<file path="src/hdl/lmax_pkg.sv">
package lmax_pkg;

  // fixed register widths
  localparam int NUM_COLS_W = 7;
  localparam int NUM_ROWS_W = 13;
  localparam int CFG_ADDR_W = 1;
  localparam int CFG_DATA_W = 13;

  // row counter runs up to num_rows + 2 while draining
  localparam int ROW_W = NUM_ROWS_W + 1;
  // at most num_cols + 1 results outstanding
  localparam int PEND_W = NUM_COLS_W + 1;

  localparam logic [CFG_ADDR_W-1:0] CFG_NUM_COLS = 1'b0;
  localparam logic [CFG_ADDR_W-1:0] CFG_NUM_ROWS = 1'b1;

  localparam logic [NUM_COLS_W-1:0] NUM_COLS_RST = 7'd64;
  localparam logic [NUM_ROWS_W-1:0] NUM_ROWS_RST = 13'd64;

  localparam int OUT_DATA_W = 8;

  // per-item control from the counter stage to the window stage
  typedef struct packed {
    logic first;    // column 0: window restarts behind the border
    logic ok_up;    // row two above lies inside the frame
    logic ok_mid;   // row above lies inside the frame
    logic ok_cur;   // current row holds a real sample
    logic emit;     // item gives a result
    logic eor;
    logic eof;
  } lmax_ctl_t;

endpackage

</file>
<file path="src/hdl/lmax_line_store.sv">
module lmax_line_store #(
  parameter int DEPTH = 64,
  parameter int AW    = 6,
  parameter int WIDTH = 32
) (
  input  logic             clk,
  input  logic             rst_n,
  input  logic             rd_en,
  input  logic [AW-1:0]    rd_addr,
  input  logic             wr_en,
  input  logic [AW-1:0]    wr_addr,
  input  logic [WIDTH-1:0] wr_data,
  output logic [WIDTH-1:0] rd_data
);

  logic [WIDTH-1:0] mem [DEPTH];
  logic [WIDTH-1:0] rd_r;
  logic [WIDTH-1:0] byp_r;
  logic             byp_hit_r;
  logic             rd_ok_r;
  logic [AW:0]      fill_r;

  always_ff @(posedge clk) begin
    if (wr_en) begin
      mem[wr_addr] <= wr_data;
    end
    if (rd_en) begin
      rd_r  <= mem[rd_addr];
      byp_r <= wr_data;
    end
  end

  // a write to the same entry in the read cycle is not seen by the array read
  // entries are first written in ascending order from 0, so a fill mark tells
  // which ones hold data since reset; the others read as zero
  always_ff @(posedge clk) begin
    if (!rst_n) begin
      byp_hit_r <= 1'b0;
      rd_ok_r   <= 1'b0;
      fill_r    <= '0;
    end else begin
      if (rd_en) begin
        byp_hit_r <= wr_en && (wr_addr == rd_addr);
        rd_ok_r   <= ({1'b0, rd_addr} < fill_r);
      end
      if (wr_en && ({1'b0, wr_addr} >= fill_r)) begin
        fill_r <= {1'b0, wr_addr} + (AW+1)'(1);
      end
    end
  end

  assign rd_data = byp_hit_r ? byp_r : (rd_ok_r ? rd_r : '0);

endmodule

</file>
<file path="src/hdl/lmax_window.sv">
module lmax_window #(
  parameter int SAMPLE_BITS = 16
) (
  input  logic                          clk,
  input  logic                          rst_n,
  input  logic                          shift,
  input  lmax_pkg::lmax_ctl_t           ctl,
  input  logic signed [SAMPLE_BITS-1:0] up_val,
  input  logic signed [SAMPLE_BITS-1:0] mid_val,
  input  logic signed [SAMPLE_BITS-1:0] cur_val,
  output logic                          is_peak
);
  import lmax_pkg::*;

  // left column and center column of the 3x3 window, row 0 on top
  logic signed [SAMPLE_BITS-1:0] left_r [3];
  logic signed [SAMPLE_BITS-1:0] cen_r  [3];
  logic [2:0]                    left_ok_r;
  logic [2:0]                    cen_ok_r;

  logic signed [SAMPLE_BITS-1:0] new_val [3];
  logic [2:0]                    new_ok;
  logic [2:0]                    right_ok;

  assign new_val[0] = up_val;
  assign new_val[1] = mid_val;
  assign new_val[2] = cur_val;
  assign new_ok     = {ctl.ok_cur, ctl.ok_mid, ctl.ok_up};
  // at column 0 the right neighbors lie beyond the previous row's end
  assign right_ok   = ctl.first ? 3'b000 : new_ok;

  always_comb begin
    is_peak = cen_ok_r[1];
    for (int k = 0; k < 3; k++) begin
      if (left_ok_r[k] && (left_r[k] >= cen_r[1])) begin
        is_peak = 1'b0;
      end
      if (right_ok[k] && (new_val[k] >= cen_r[1])) begin
        is_peak = 1'b0;
      end
      if ((k != 1) && cen_ok_r[k] && (cen_r[k] >= cen_r[1])) begin
        is_peak = 1'b0;
      end
    end
  end

  always_ff @(posedge clk) begin
    if (shift) begin
      for (int k = 0; k < 3; k++) begin
        left_r[k] <= cen_r[k];
        cen_r[k]  <= new_val[k];
      end
    end
  end

  always_ff @(posedge clk) begin
    if (!rst_n) begin
      left_ok_r <= 3'b000;
      cen_ok_r  <= 3'b000;
    end else if (shift) begin
      left_ok_r <= ctl.first ? 3'b000 : cen_ok_r;
      cen_ok_r  <= new_ok;
    end
  end

endmodule

</file>
<file path="src/hdl/strict_3x3_local_max_detect.sv">
// Streaming 3x3 strict local-maximum detector. Signed samples of a frame of
// num_rows x num_cols pixels enter in raster order on in_* (in_tuser = 0), and
// one flag per pixel leaves in raster order on out_*, set when the pixel is
// strictly greater than all eight neighbors (neighbors outside the frame never
// block a peak). A pixel's flag is due once the pixel below and to its right
// has been taken, i.e. num_cols + 1 items later; after the frame's last pixel,
// send drain ticks (in_tuser = 1) to push out the last num_cols + 1 flags;
// ticks with nothing due are absorbed without a result, and the block is ready
// for the next frame once the last flag has gone. num_cols is used clamped to
// 1..MAX_COLS and num_rows of 0 acts as 1; write them only while no item is
// inside the block.
// The block takes one item every clock while no flag waits on out_tready,
// limited by the single line store that holds the two previous rows and is
// read and written once per item; an item is registered in the window stage
// and its flag then in the result register. Line store entries not yet written
// since reset read as zero through a fill mark, so no clearing pass is needed.
module strict_3x3_local_max_detect #(
  parameter int MAX_COLS    = 64,
  parameter int SAMPLE_BITS = 16
) (
  input  logic                                   clk,
  input  logic                                   rst_n,
  input  logic                                   in_tvalid,
  output logic                                   in_tready,
  input  logic [((SAMPLE_BITS+7)/8)*8-1:0]       in_tdata,   // pixel_value
  input  logic [0:0]                             in_tuser,   // kind
  output logic                                   out_tvalid,
  input  logic                                   out_tready,
  output logic [lmax_pkg::OUT_DATA_W-1:0]        out_tdata,  // is_peak_flag
  output logic                                   out_tlast,  // end_of_row
  output logic [0:0]                             out_tuser,  // end_of_frame
  input  logic                                   cfg_wr_en,
  input  logic [lmax_pkg::CFG_ADDR_W-1:0]        cfg_addr,
  input  logic [lmax_pkg::CFG_DATA_W-1:0]        cfg_wdata
);
  import lmax_pkg::*;

  localparam int AW = $clog2(MAX_COLS);
  localparam int CW = AW + 1;

  logic [NUM_COLS_W-1:0] num_cols_r;
  logic [NUM_ROWS_W-1:0] num_rows_r;
  logic [CW-1:0]         cols;
  logic [ROW_W-1:0]      rows;

  logic [AW-1:0]         col_r;
  logic [ROW_W-1:0]      row_r;
  logic [PEND_W-1:0]     pend_r;

  logic                  acc;
  logic                  drain;
  logic                  take;
  logic                  stuck;
  logic [AW-1:0]         c0;
  logic [ROW_W-1:0]      r0;
  logic [PEND_W-1:0]     pend_inc;
  logic [PEND_W-1:0]     pend_nxt;
  logic [AW-1:0]         col_nxt;
  logic [ROW_W-1:0]      row_nxt;
  lmax_ctl_t             ctl_nxt;
  logic [CW-1:0]         c1;

  logic                          b_valid_r;
  lmax_ctl_t                     b_ctl_r;
  logic [AW-1:0]                 b_addr_r;
  logic signed [SAMPLE_BITS-1:0] b_pix_r;
  logic                          b_fire;

  logic [2*SAMPLE_BITS-1:0]      ls_rd;
  logic signed [SAMPLE_BITS-1:0] up_val;
  logic signed [SAMPLE_BITS-1:0] mid_val;
  logic                          is_peak;

  logic out_valid_r;
  logic out_peak_r;
  logic out_eor_r;
  logic out_eof_r;

  // ---------------- configuration
  always_ff @(posedge clk) begin
    if (!rst_n) begin
      num_cols_r <= NUM_COLS_RST;
      num_rows_r <= NUM_ROWS_RST;
    end else if (cfg_wr_en) begin
      case (cfg_addr)
        CFG_NUM_COLS: num_cols_r <= cfg_wdata[NUM_COLS_W-1:0];
        CFG_NUM_ROWS: num_rows_r <= cfg_wdata[NUM_ROWS_W-1:0];
        default: ;
      endcase
    end
  end

  always_comb begin
    if (num_cols_r == '0) begin
      cols = CW'(1);
    end else if (32'(num_cols_r) > MAX_COLS) begin
      cols = CW'(MAX_COLS);
    end else begin
      cols = CW'(num_cols_r);
    end
    rows = (num_rows_r == '0) ? ROW_W'(1) : ROW_W'(num_rows_r);
  end

  // ---------------- position counters and result bookkeeping
  assign acc   = in_tvalid && in_tready;
  assign drain = in_tuser[0];

  always_comb begin
    c0       = col_r;
    r0       = row_r;
    take     = 1'b0;
    stuck    = 1'b0;
    ctl_nxt  = '0;
    c1       = '0;
    col_nxt  = '0;
    row_nxt  = '0;
    if ({1'b0, col_r} >= cols) begin
      c0 = '0;
      r0 = row_r + ROW_W'(1);
    end
    if (!drain) begin
      take = r0 < rows;
    end else if ((pend_r != '0) && (r0 >= rows)) begin
      // drain ran past every due result
      if (r0 >= rows + ROW_W'(2)) begin
        stuck = 1'b1;
      end else begin
        take = 1'b1;
      end
    end
    pend_inc       = drain ? pend_r : pend_r + PEND_W'(1);
    ctl_nxt.first  = (c0 == '0);
    ctl_nxt.ok_up  = (r0 >= ROW_W'(2)) && ((r0 - ROW_W'(2)) < rows);
    ctl_nxt.ok_mid = (r0 >= ROW_W'(1)) && ((r0 - ROW_W'(1)) < rows);
    ctl_nxt.ok_cur = !drain;
    ctl_nxt.emit   = (ctl_nxt.first ? ctl_nxt.ok_up : ctl_nxt.ok_mid) && (pend_inc != '0);
    ctl_nxt.eor    = ctl_nxt.first;
    ctl_nxt.eof    = ctl_nxt.first && (r0 == rows + ROW_W'(1));
    pend_nxt       = ctl_nxt.emit ? pend_inc - PEND_W'(1) : pend_inc;
    c1             = {1'b0, c0} + CW'(1);
    if (c1 >= cols) begin
      col_nxt = '0;
      row_nxt = r0 + ROW_W'(1);
    end else begin
      col_nxt = c1[AW-1:0];
      row_nxt = r0;
    end
    // last result of the drain: back to the frame start
    if (drain && (pend_nxt == '0)) begin
      col_nxt = '0;
      row_nxt = '0;
    end
  end

  always_ff @(posedge clk) begin
    if (!rst_n) begin
      col_r  <= '0;
      row_r  <= '0;
      pend_r <= '0;
    end else if (acc && stuck) begin
      col_r  <= '0;
      row_r  <= '0;
      pend_r <= '0;
    end else if (acc && take) begin
      col_r  <= col_nxt;
      row_r  <= row_nxt;
      pend_r <= pend_nxt;
    end
  end

  // ---------------- window stage
  assign b_fire    = b_valid_r && (!b_ctl_r.emit || !out_valid_r || out_tready);
  assign in_tready = !b_valid_r || b_fire;

  always_ff @(posedge clk) begin
    if (!rst_n) begin
      b_valid_r <= 1'b0;
    end else if (acc && take) begin
      b_valid_r <= 1'b1;
    end else if (b_fire) begin
      b_valid_r <= 1'b0;
    end
  end

  always_ff @(posedge clk) begin
    if (acc && take) begin
      b_ctl_r  <= ctl_nxt;
      b_addr_r <= c0;
      b_pix_r  <= drain ? '0 : signed'(in_tdata[SAMPLE_BITS-1:0]);
    end
  end

  // each entry holds {row two above, row above} for its column
  lmax_line_store #(
    .DEPTH (MAX_COLS),
    .AW    (AW),
    .WIDTH (2*SAMPLE_BITS)
  ) u_line_store (
    .clk     (clk),
    .rst_n   (rst_n),
    .rd_en   (acc && take),
    .rd_addr (c0),
    .wr_en   (b_fire),
    .wr_addr (b_addr_r),
    .wr_data ({mid_val, b_pix_r}),
    .rd_data (ls_rd)
  );

  assign up_val  = signed'(ls_rd[2*SAMPLE_BITS-1:SAMPLE_BITS]);
  assign mid_val = signed'(ls_rd[SAMPLE_BITS-1:0]);

  lmax_window #(
    .SAMPLE_BITS (SAMPLE_BITS)
  ) u_window (
    .clk     (clk),
    .rst_n   (rst_n),
    .shift   (b_fire),
    .ctl     (b_ctl_r),
    .up_val  (up_val),
    .mid_val (mid_val),
    .cur_val (b_pix_r),
    .is_peak (is_peak)
  );

  // ---------------- result register
  always_ff @(posedge clk) begin
    if (!rst_n) begin
      out_valid_r <= 1'b0;
    end else if (b_fire && b_ctl_r.emit) begin
      out_valid_r <= 1'b1;
    end else if (out_tready) begin
      out_valid_r <= 1'b0;
    end
  end

  always_ff @(posedge clk) begin
    if (b_fire && b_ctl_r.emit) begin
      out_peak_r <= is_peak;
      out_eor_r  <= b_ctl_r.eor;
      out_eof_r  <= b_ctl_r.eof;
    end
  end

  assign out_tvalid = out_valid_r;
  assign out_tdata  = {{(OUT_DATA_W-1){1'b0}}, out_peak_r};
  assign out_tlast  = out_eor_r;
  assign out_tuser  = out_eof_r;

`ifndef SYNTHESIS
  // a stalled window stage keeps its item
  a_b_hold: assert property (@(posedge clk) disable iff (!rst_n)
    (b_valid_r && !b_fire) |=> (b_valid_r && $stable(b_ctl_r) && $stable(b_addr_r)))
    else $error("window stage lost a stalled item");

  // a waiting result is never overwritten
  a_no_overwrite: assert property (@(posedge clk) disable iff (!rst_n)
    (b_fire && b_ctl_r.emit && out_valid_r) |-> out_tready)
    else $error("result overwritten before transfer");

  // the drain tick that gives the last result rewinds the counters
  a_drain_end: assert property (@(posedge clk) disable iff (!rst_n)
    (acc && drain && take && (pend_nxt == '0)) |=>
      ((row_r == '0) && (col_r == '0) && (pend_r == '0)))
    else $error("counters not rewound at end of drain");
`endif

endmodule

</file>
<file path="config.mk">
export PLATFORM = sky130hd
export DESIGN_NAME = strict_3x3_local_max_detect
export DESIGN_NICKNAME = d
export VERILOG_FILES = /design/src/hdl/lmax_pkg.sv /design/src/hdl/lmax_line_store.sv /design/src/hdl/lmax_window.sv /design/src/hdl/strict_3x3_local_max_detect.sv
export SDC_FILE = /design/constraint.sdc
export NUM_CORES = 2
export LEC_CHECK = 0
export ABC_AREA = 1
export BUFFER_PORTS_ARGS = -buffer_cell sky130_fd_sc_hd__buf_2
export CAP_MARGIN = 30
export CORE_UTILIZATION = 55
export CTS_BUF_LIST = sky130_fd_sc_hd__clkbuf_2 sky130_fd_sc_hd__clkbuf_4 sky130_fd_sc_hd__clkbuf_8
export DETAILED_ROUTE_END_ITERATION = 10
export PLACE_DENSITY = 0.71
export SYNTH_ARGS = -nofsm -noshare
export SYNTH_HDL_FRONTEND = slang
export SYNTH_SLANG_ARGS = --single-unit
</file>
<file path="constraint.sdc">
create_clock -name clk -period 11.3 [get_ports clk]
set_input_delay 2.825 -clock clk [delete_from_list [all_inputs] [get_ports clk]]
set_output_delay 2.825 -clock clk [all_outputs]
set_load 0.1 [all_outputs]
</file>
* Word-level counts from Yosys, hierarchy flattened
Memory sizes are Yosys's and may differ from the RTL's. A register that Yosys moved wholly into a read port is not among the register bits.
Cells that the tools add are included.
** Word-level totals
- Register bits after elaboration :: 128
- Memory bits (writable) :: 2144
- Input bits :: 36
- Output and inout port bits :: 12
- Logic and storage cells :: 129
- Memories :: 3
** Memories
- u_line_store.mem :: words 64, width 32, read ports 1, clocked after Yosys merged registers in 1, write ports 1, line lmax_line_store.sv:16 : logic [WIDTH-1:0] mem [DEPTH];
- u_window.cen_r :: words 3, width 16, read ports 3, clocked after Yosys merged registers in 0, write ports 3, line lmax_window.sv:17 : logic signed [SAMPLE_BITS-1:0] cen_r [3];
- u_window.left_r :: words 3, width 16, read ports 3, clocked after Yosys merged registers in 0, write ports 3, line lmax_window.sv:16 : logic signed [SAMPLE_BITS-1:0] left_r [3];
** Cells by class
- Add/subtract/negate cells :: 10
- $lt $le $gt $ge :: 20
- Eq/ne operators :: 2
- Muxes and demuxes :: 28
- Bitwise operators :: 2
- Reductions and logical operators :: 40
** Operators with widths (number)
- >= comparator 16 bit :: 8
- two-way mux 32 bit :: 2
- < comparator 14 x 13 -> 1 bit :: 3
- two-way mux 14 bit :: 3
- adder 14 x 1 -> 14 bit, second input constant :: 2
- logical AND 1 bit :: 21
- two-way mux 6 bit :: 3
- two-way mux 8 bit :: 2
- nonzero test 8 bit :: 2
- adder 13 x 1 -> 14 bit, second input constant :: 1
- adder 13 x 2 -> 14 bit, second input constant :: 1
- adder 6 x 1 -> 7 bit, second input constant :: 2
- == test 14 bit :: 1
- >= comparator 14 x 1 -> 1 bit, second input constant :: 1
- >= comparator 14 x 13 -> 1 bit :: 1
- >= comparator 14 bit :: 1
- >= comparator 14 x 2 -> 1 bit, second input constant :: 1
- >= comparator 6 x 7 -> 1 bit :: 2
- two-way mux 7 bit :: 2
- subtractor 14 x 1 -> 14 bit, second input constant :: 1
- subtractor 14 x 2 -> 14 bit, second input constant :: 1
- logical NOT 13 bit :: 1
- two-way mux 1 bit :: 13
- two-way mux 13 bit :: 1
- other kinds (17) :: 26

* Longest topological paths before layout
- Depth after elaboration :: 14
- Depth in mapped cells :: 43
- Gate-level depth less buffers :: 42

* Modules after synthesis
From an unflattened synthesis, not the netlist that was laid out.
** Unflattened totals
- Cells, all modules :: 8703
- Area total of the unflattened synthesis :: 98625.8 um^2
** By module, submodules not included
- lmax_line_store :: times used 1, cells each 7017, area an instance 85175.4 um^2, sequential area each 63601.0 um^2
- strict_3x3_local_max_detect :: times used 1, cells each 1022, area an instance 6975.4 um^2, sequential area each 1931.9 um^2
- lmax_window :: times used 1, cells each 664, area an instance 6475.0 um^2, sequential area each 3002.9 um^2

* Worst setup path after synthesis
No wires, ideal clock.
- Path type :: input port to flip-flop
- Start :: input out_tready
- End :: memory u_line_store.mem[47][0], enable pin
- Library setup time :: 0.421 ns
- Arrival time :: 8.257 ns
- Required time :: 10.879 ns
- Path slack :: 2.622 ns
- Cell stages on the path :: 7
- Buffers on the path :: 1
- Path through :: inv_1 -> nand3_1 -> nand2_1 -> clkinv_1 -> clkbuf_1 -> nand2_1 -> nor2_1
** On the way
- Word-level cells in the longest chain between the ends :: 4
** Ends and longest elaborated chain
- start, declared :: line strict_3x3_local_max_detect.sv:28 : input logic out_tready,
- logical OR 1 bit :: line strict_3x3_local_max_detect.sv:172 : assign b_fire = b_valid_r && (!b_ctl_r.emit || !out_valid_r || out_tready);
- logical AND 1 bit :: line strict_3x3_local_max_detect.sv:172
- named net b_fire :: line strict_3x3_local_max_detect.sv:67 : logic b_fire;
- two-way mux 1 bit :: line lmax_line_store.sv:24 : if (wr_en) begin
- two-way mux 1 bit (not written as such) :: line lmax_line_store.sv:25 : mem[wr_addr] <= wr_data;
- end, declared :: line lmax_line_store.sv:16
The timed path passes the listed nets, and every way through them passes these cells.

* Final worst setup path
- Start :: register col_r[0]
- End :: register row_r[13]
** On the way
- Word-level cells in the longest chain between the ends :: 11
- Elaborated cells between the ends (all ways) :: 35
- Classes of those cells :: add/sub (4); order compare (9); mux (12); reduce/logical (10)
** Ends and longest elaborated chain
- start, declared :: line strict_3x3_local_max_detect.sv:46 : logic [AW-1:0] col_r;
- start signal, assigned :: line strict_3x3_local_max_detect.sv:165 : col_r <= col_nxt;
- >= comparator 6 x 7 -> 1 bit :: line strict_3x3_local_max_detect.sv:117 : if ({1'b0, col_r} >= cols) begin
- two-way mux 14 bit :: line strict_3x3_local_max_detect.sv:117
- subtractor 14 x 1 -> 14 bit or subtractor 14 x 2 -> 14 bit (tied branches) :: line strict_3x3_local_max_detect.sv:134, strict_3x3_local_max_detect.sv:133
- < comparator 14 x 13 -> 1 bit, on equally long branches :: line strict_3x3_local_max_detect.sv:134, strict_3x3_local_max_detect.sv:133
- logical AND 1 bit, on equally long branches :: line strict_3x3_local_max_detect.sv:134, strict_3x3_local_max_detect.sv:133
- two-way mux 1 bit :: line strict_3x3_local_max_detect.sv:136 : ctl_nxt.emit = (ctl_nxt.first ? ctl_nxt.ok_up : ctl_nxt.ok_mid) && (pend_inc != '0);
- logical AND 1 bit :: line strict_3x3_local_max_detect.sv:136
- two-way mux 8 bit :: line strict_3x3_local_max_detect.sv:139 : pend_nxt = ctl_nxt.emit ? pend_inc - PEND_W'(1) : pend_inc;
- logical NOT 8 bit :: line strict_3x3_local_max_detect.sv:149 : if (drain && (pend_nxt == '0)) begin
- logical AND 1 bit :: line strict_3x3_local_max_detect.sv:149
- two-way mux 14 bit :: line strict_3x3_local_max_detect.sv:149
- end signal, assigned :: line strict_3x3_local_max_detect.sv:166 : row_r <= row_nxt;
- end, declared :: line strict_3x3_local_max_detect.sv:47 : logic [ROW_W-1:0] row_r;
Parallel ways exist; a longest one is shown, timed or not.
A chain may end at the register's enable or synchronous reset.

==> run_results.csv <==
group,metric,value,unit
run_status,outcome,"finished with violations",
run_status,violations,"design-rule violations",
global_routing,grt_max_degree,215,
global_routing,grt.total_usage,30.1,%
floorplanning,dieHeight,423,µm
worst_setup_path,crit_fanout,81,
finish,finish.instance_area,109000,µm²
worst_setup_path,critical_path.top_delay_family,"simple AND/OR/NAND/NOR gates",
worst_setup_path,cp.required,12.32,ns
floorplanning,fp.dieW,423,µm
placed_design,detailed_place_hpwl,158000,µm
worst_setup_path,path_class,"flop to flop",
worst_setup_path,worstSetupStartpointType,"flop",
clock_network,clk_latency,1.09,ns
global_routing,overflow,0,
synth,ys_ff_latch,2304,
clock_network,clock-sinks,2304,
synth,ys_top_cells_by_area,"edfxtp_1 (69%), nand3_1 (4.1%), nand2_1 (3.1%)",
detailed_routing,viasPerCell,6.36,
finish,drive_gt1_share,17.0,%
synth,synth.distinct_cells,57,
synth,synth_edf_count,2239,
finish,fin_nets,7842,
sta,hold_ws,0.446,ns
power_and_ir_drop,leakage,36.7,nW
global_routing,grt_pass1_vias,62100,
worst_setup_path,worstPathBufferInverterCount,3,
finish,area_growth_syn_to_layout,11.2,%
sta,period_minus_slack,6.84,ns
sta,max_slew_margin,24.0,%
floorplanning,core_area,176000,µm²
clock_network,root_buffer,"clkbuf_8",
synth,synth_ff_type,"edfxtp_1",
min_path,hold_start,"u_window.cen_r[0][22]",
detailed_routing,wirelength,274000,µm
sta,finalSetupViolations,0,
min_path,hp-class,"flop to flop",
synth,synth_area_leader_cell,"edfxtp_1",
clock_network,cts-htree-levels,5,
synth,postSynthCellCount,7486,
clock_network,clk_pin_slew,0.07,ns
power_and_ir_drop,pwr-share-comb,19.1,%
synth,synth_top_area_share,68.8,%
synth,synthArstFlopShare,0,%
placed_design,port-buffer-count,40,
clock_network,cts_setup_buffers,0,
worst_setup_path,critPathLaunch,"col_r[0]",
synth,synthesis.area,97700,µm²
placed_design,place_ws,4.53,ns
synth,syn_avg_cell_area,13.0,µm²
clock_network,cts-hold-fix-buffers,0,
floorplanning,start_util,55.4,%
clock_network,cts_resized,0,
synth,yosys_warnings,0,
worst_setup_path,arrival,7.86,ns
power_and_ir_drop,p_seq_share,48.4,%
power_and_ir_drop,ir_drop,176,µV
worst_setup_path,r2r-start,"col_r[0]",
detailed_routing,drc_errors,16,
power_and_ir_drop,intPower,14.7,mW
global_routing,grt_pass1_wl,401000,µm
worst_setup_path,crit_top_cell,"nand2_1",
placed_design,placed_area,101000,µm²
detailed_routing,dr.first_iter.drc_count,9105,
finish,layout_commonest_cell,"edfxtp_1",
finish,final_core_util,61.6,%
sta,clock.fmax,0.146,GHz
sta,hold_violations,0,
sta,tightest_slew,1.14,ns
worst_setup_path,cp_slowest_stage_delay,0.71,ns
floorplanning,io_pins,48,
power_and_ir_drop,power_switching,6.28,mW
sta,period_share,60.5,%
finish,layout_common_cells,"edfxtp_1 (2239), nand2_1 (802), nand3_1 (800)",
power_and_ir_drop,pwr-share-clk,32.5,%
clock_network,numCtsBuffers,377,
power_and_ir_drop,p_per_area,193,nW/µm²
detailed_routing,postRouteAntennaNets,0,
floorplanning,rows,154,
clock_network,cts_tree,"done",
placed_design,gp_congestion,0.909,
run,drv_cap,0,
sta,worst_slack,4.46,ns
floorplanning,dieArea,179000,µm²
synth,ys_seq_area_share,70.2,%
power_and_ir_drop,power.total,21.0,mW
sta,skew,0.0711,ns
finish,stdcell_count,10200,
sta,fin_setup_tns,0,ns
worst_setup_path,cp-end-kind,"flop",
sta,report.final.slew_viol_count,0,
clock_network,cts_max_path_buffers,4,
detailed_routing,wl_per_cell,26.9,µm
sta,rsz0062_at_grt,"false",
detailed_routing,num_vias,64800,
placed_design,place_inst,9545,
worst_setup_path,crit_path_top_delay_cell,"inv_8",
power_and_ir_drop,switching_share,29.9,%
global_routing,antenna_found_initial,11,
detailed_routing,dr.pass1.iters,11,
[cells by family (layout without fill, tap and decap cells)]
family / after synthesis / count (layout) / share of synthesized area [%]
buffers and inverters: 699 / 1053 / 2.85
DFF: 2304 / 2304 / 70.2
adders and majority gates: 211 / 211 / 2.70
AOI/OAI and AO/OA: 1817 / 1817 / 12.0
other: 1 / 8 / 0.00384
and+or+nand+nor: 2399 / 2399 / 11.7
xor gates and xnor gates: 55 / 55 / 0.501
[state kept, by name, summed over array words and instances (netlist names), 6 cells and up]
| register | flops |
|---|---|
| u_line_store.mem | 2048 |
| u_window.cen_r | 48 |
| u_window.left_r | 48 |
| u_line_store.byp_r | 32 |
| u_line_store.rd_r | 32 |
| b_pix_r | 16 |
| row_r | 14 |
| num_rows_r | 13 |
| pend_r | 8 |
| num_cols_r | 7 |
| u_line_store.fill_r | 7 |
| b_addr_r | 6 |
| b_ctl_r | 6 |
| col_r | 6 |
[routing by layer]
layer  vias to the layer above  track usage [%]  wire length, µm
li1                      28400                -                -
met1                     31900             41.5           106000
met2                      3876             45.8           126000
met3                       592             6.84            30900
met4                         0             13.1            11500
met5                         -                0                0
[worst register-to-register path, delay by kind of cell (launching register included)]
family,cells,cell delay [ns]
XOR/XNOR,1,0.19
flip-flops,1,0.34
AO/OA/AOI/OAI,4,0.55
buffers and inverters,3,1.28
AND/OR/NAND/NOR,18,3.45
adder cells (fa/ha/maj),3,0.97
[power groups by stage]
stage               combinational, mW  clock [mW]  sequential, mW
floorplan                        2.37           0            10.4
global placement                 3.80           0            10.3
detailed placement               3.90           0            10.3
CTS                              3.91        6.88            10.2
global route                     4.32        7.24            10.2
finish                           4.01        6.82            10.2
[worst paths after layout]
path / slack [ns] / depth (start not counted) / to
max: 4.46 / 29 / row_r[13]
min: 0.45 / 0 / u_window.left_r[0][22]
max reg2reg: 4.46 / 29 / row_r[13]
min reg2reg: 0.45 / 0 / u_window.left_r[0][22]
[synthesized netlist by cell type, types with 6 or more instances]
cell type	n
nor4_1	13
o21ai_0	537
o21ai_1	12
nor2_2	8
inv_1	198
nand4_1	66
clkbuf_1	336
o21a_1	6
nor2_1	215
o221ai_1	8
or2_2	435
o21bai_1	363
buf_2	80
o311ai_0	18
a311oi_1	60
edfxtp_1	2239
buf_4	10
a22o_1	31
inv_2	10
a211oi_1	52
a21oi_1	245
nand2_1	805
o22ai_1	85
o211ai_1	373
nor3_1	34
ha_1	211
xnor2_1	15
xor2_1	39
nand3_1	800
buf_1	58
nand2_2	13
dfxtp_1	65
[layout make-up]
class                      count  area, µm²
sequential                  2304      68500
antenna                        1       2.50
tap                         2340       2930
timing repair buffer         211       2540
clock inverter               126        632
inverter                     212        830
clock buffer                 504       6200
multi-input combinational   4489      26900
fill                       13100      67700
Note: power is estimated with default switching activity, not from simulation.
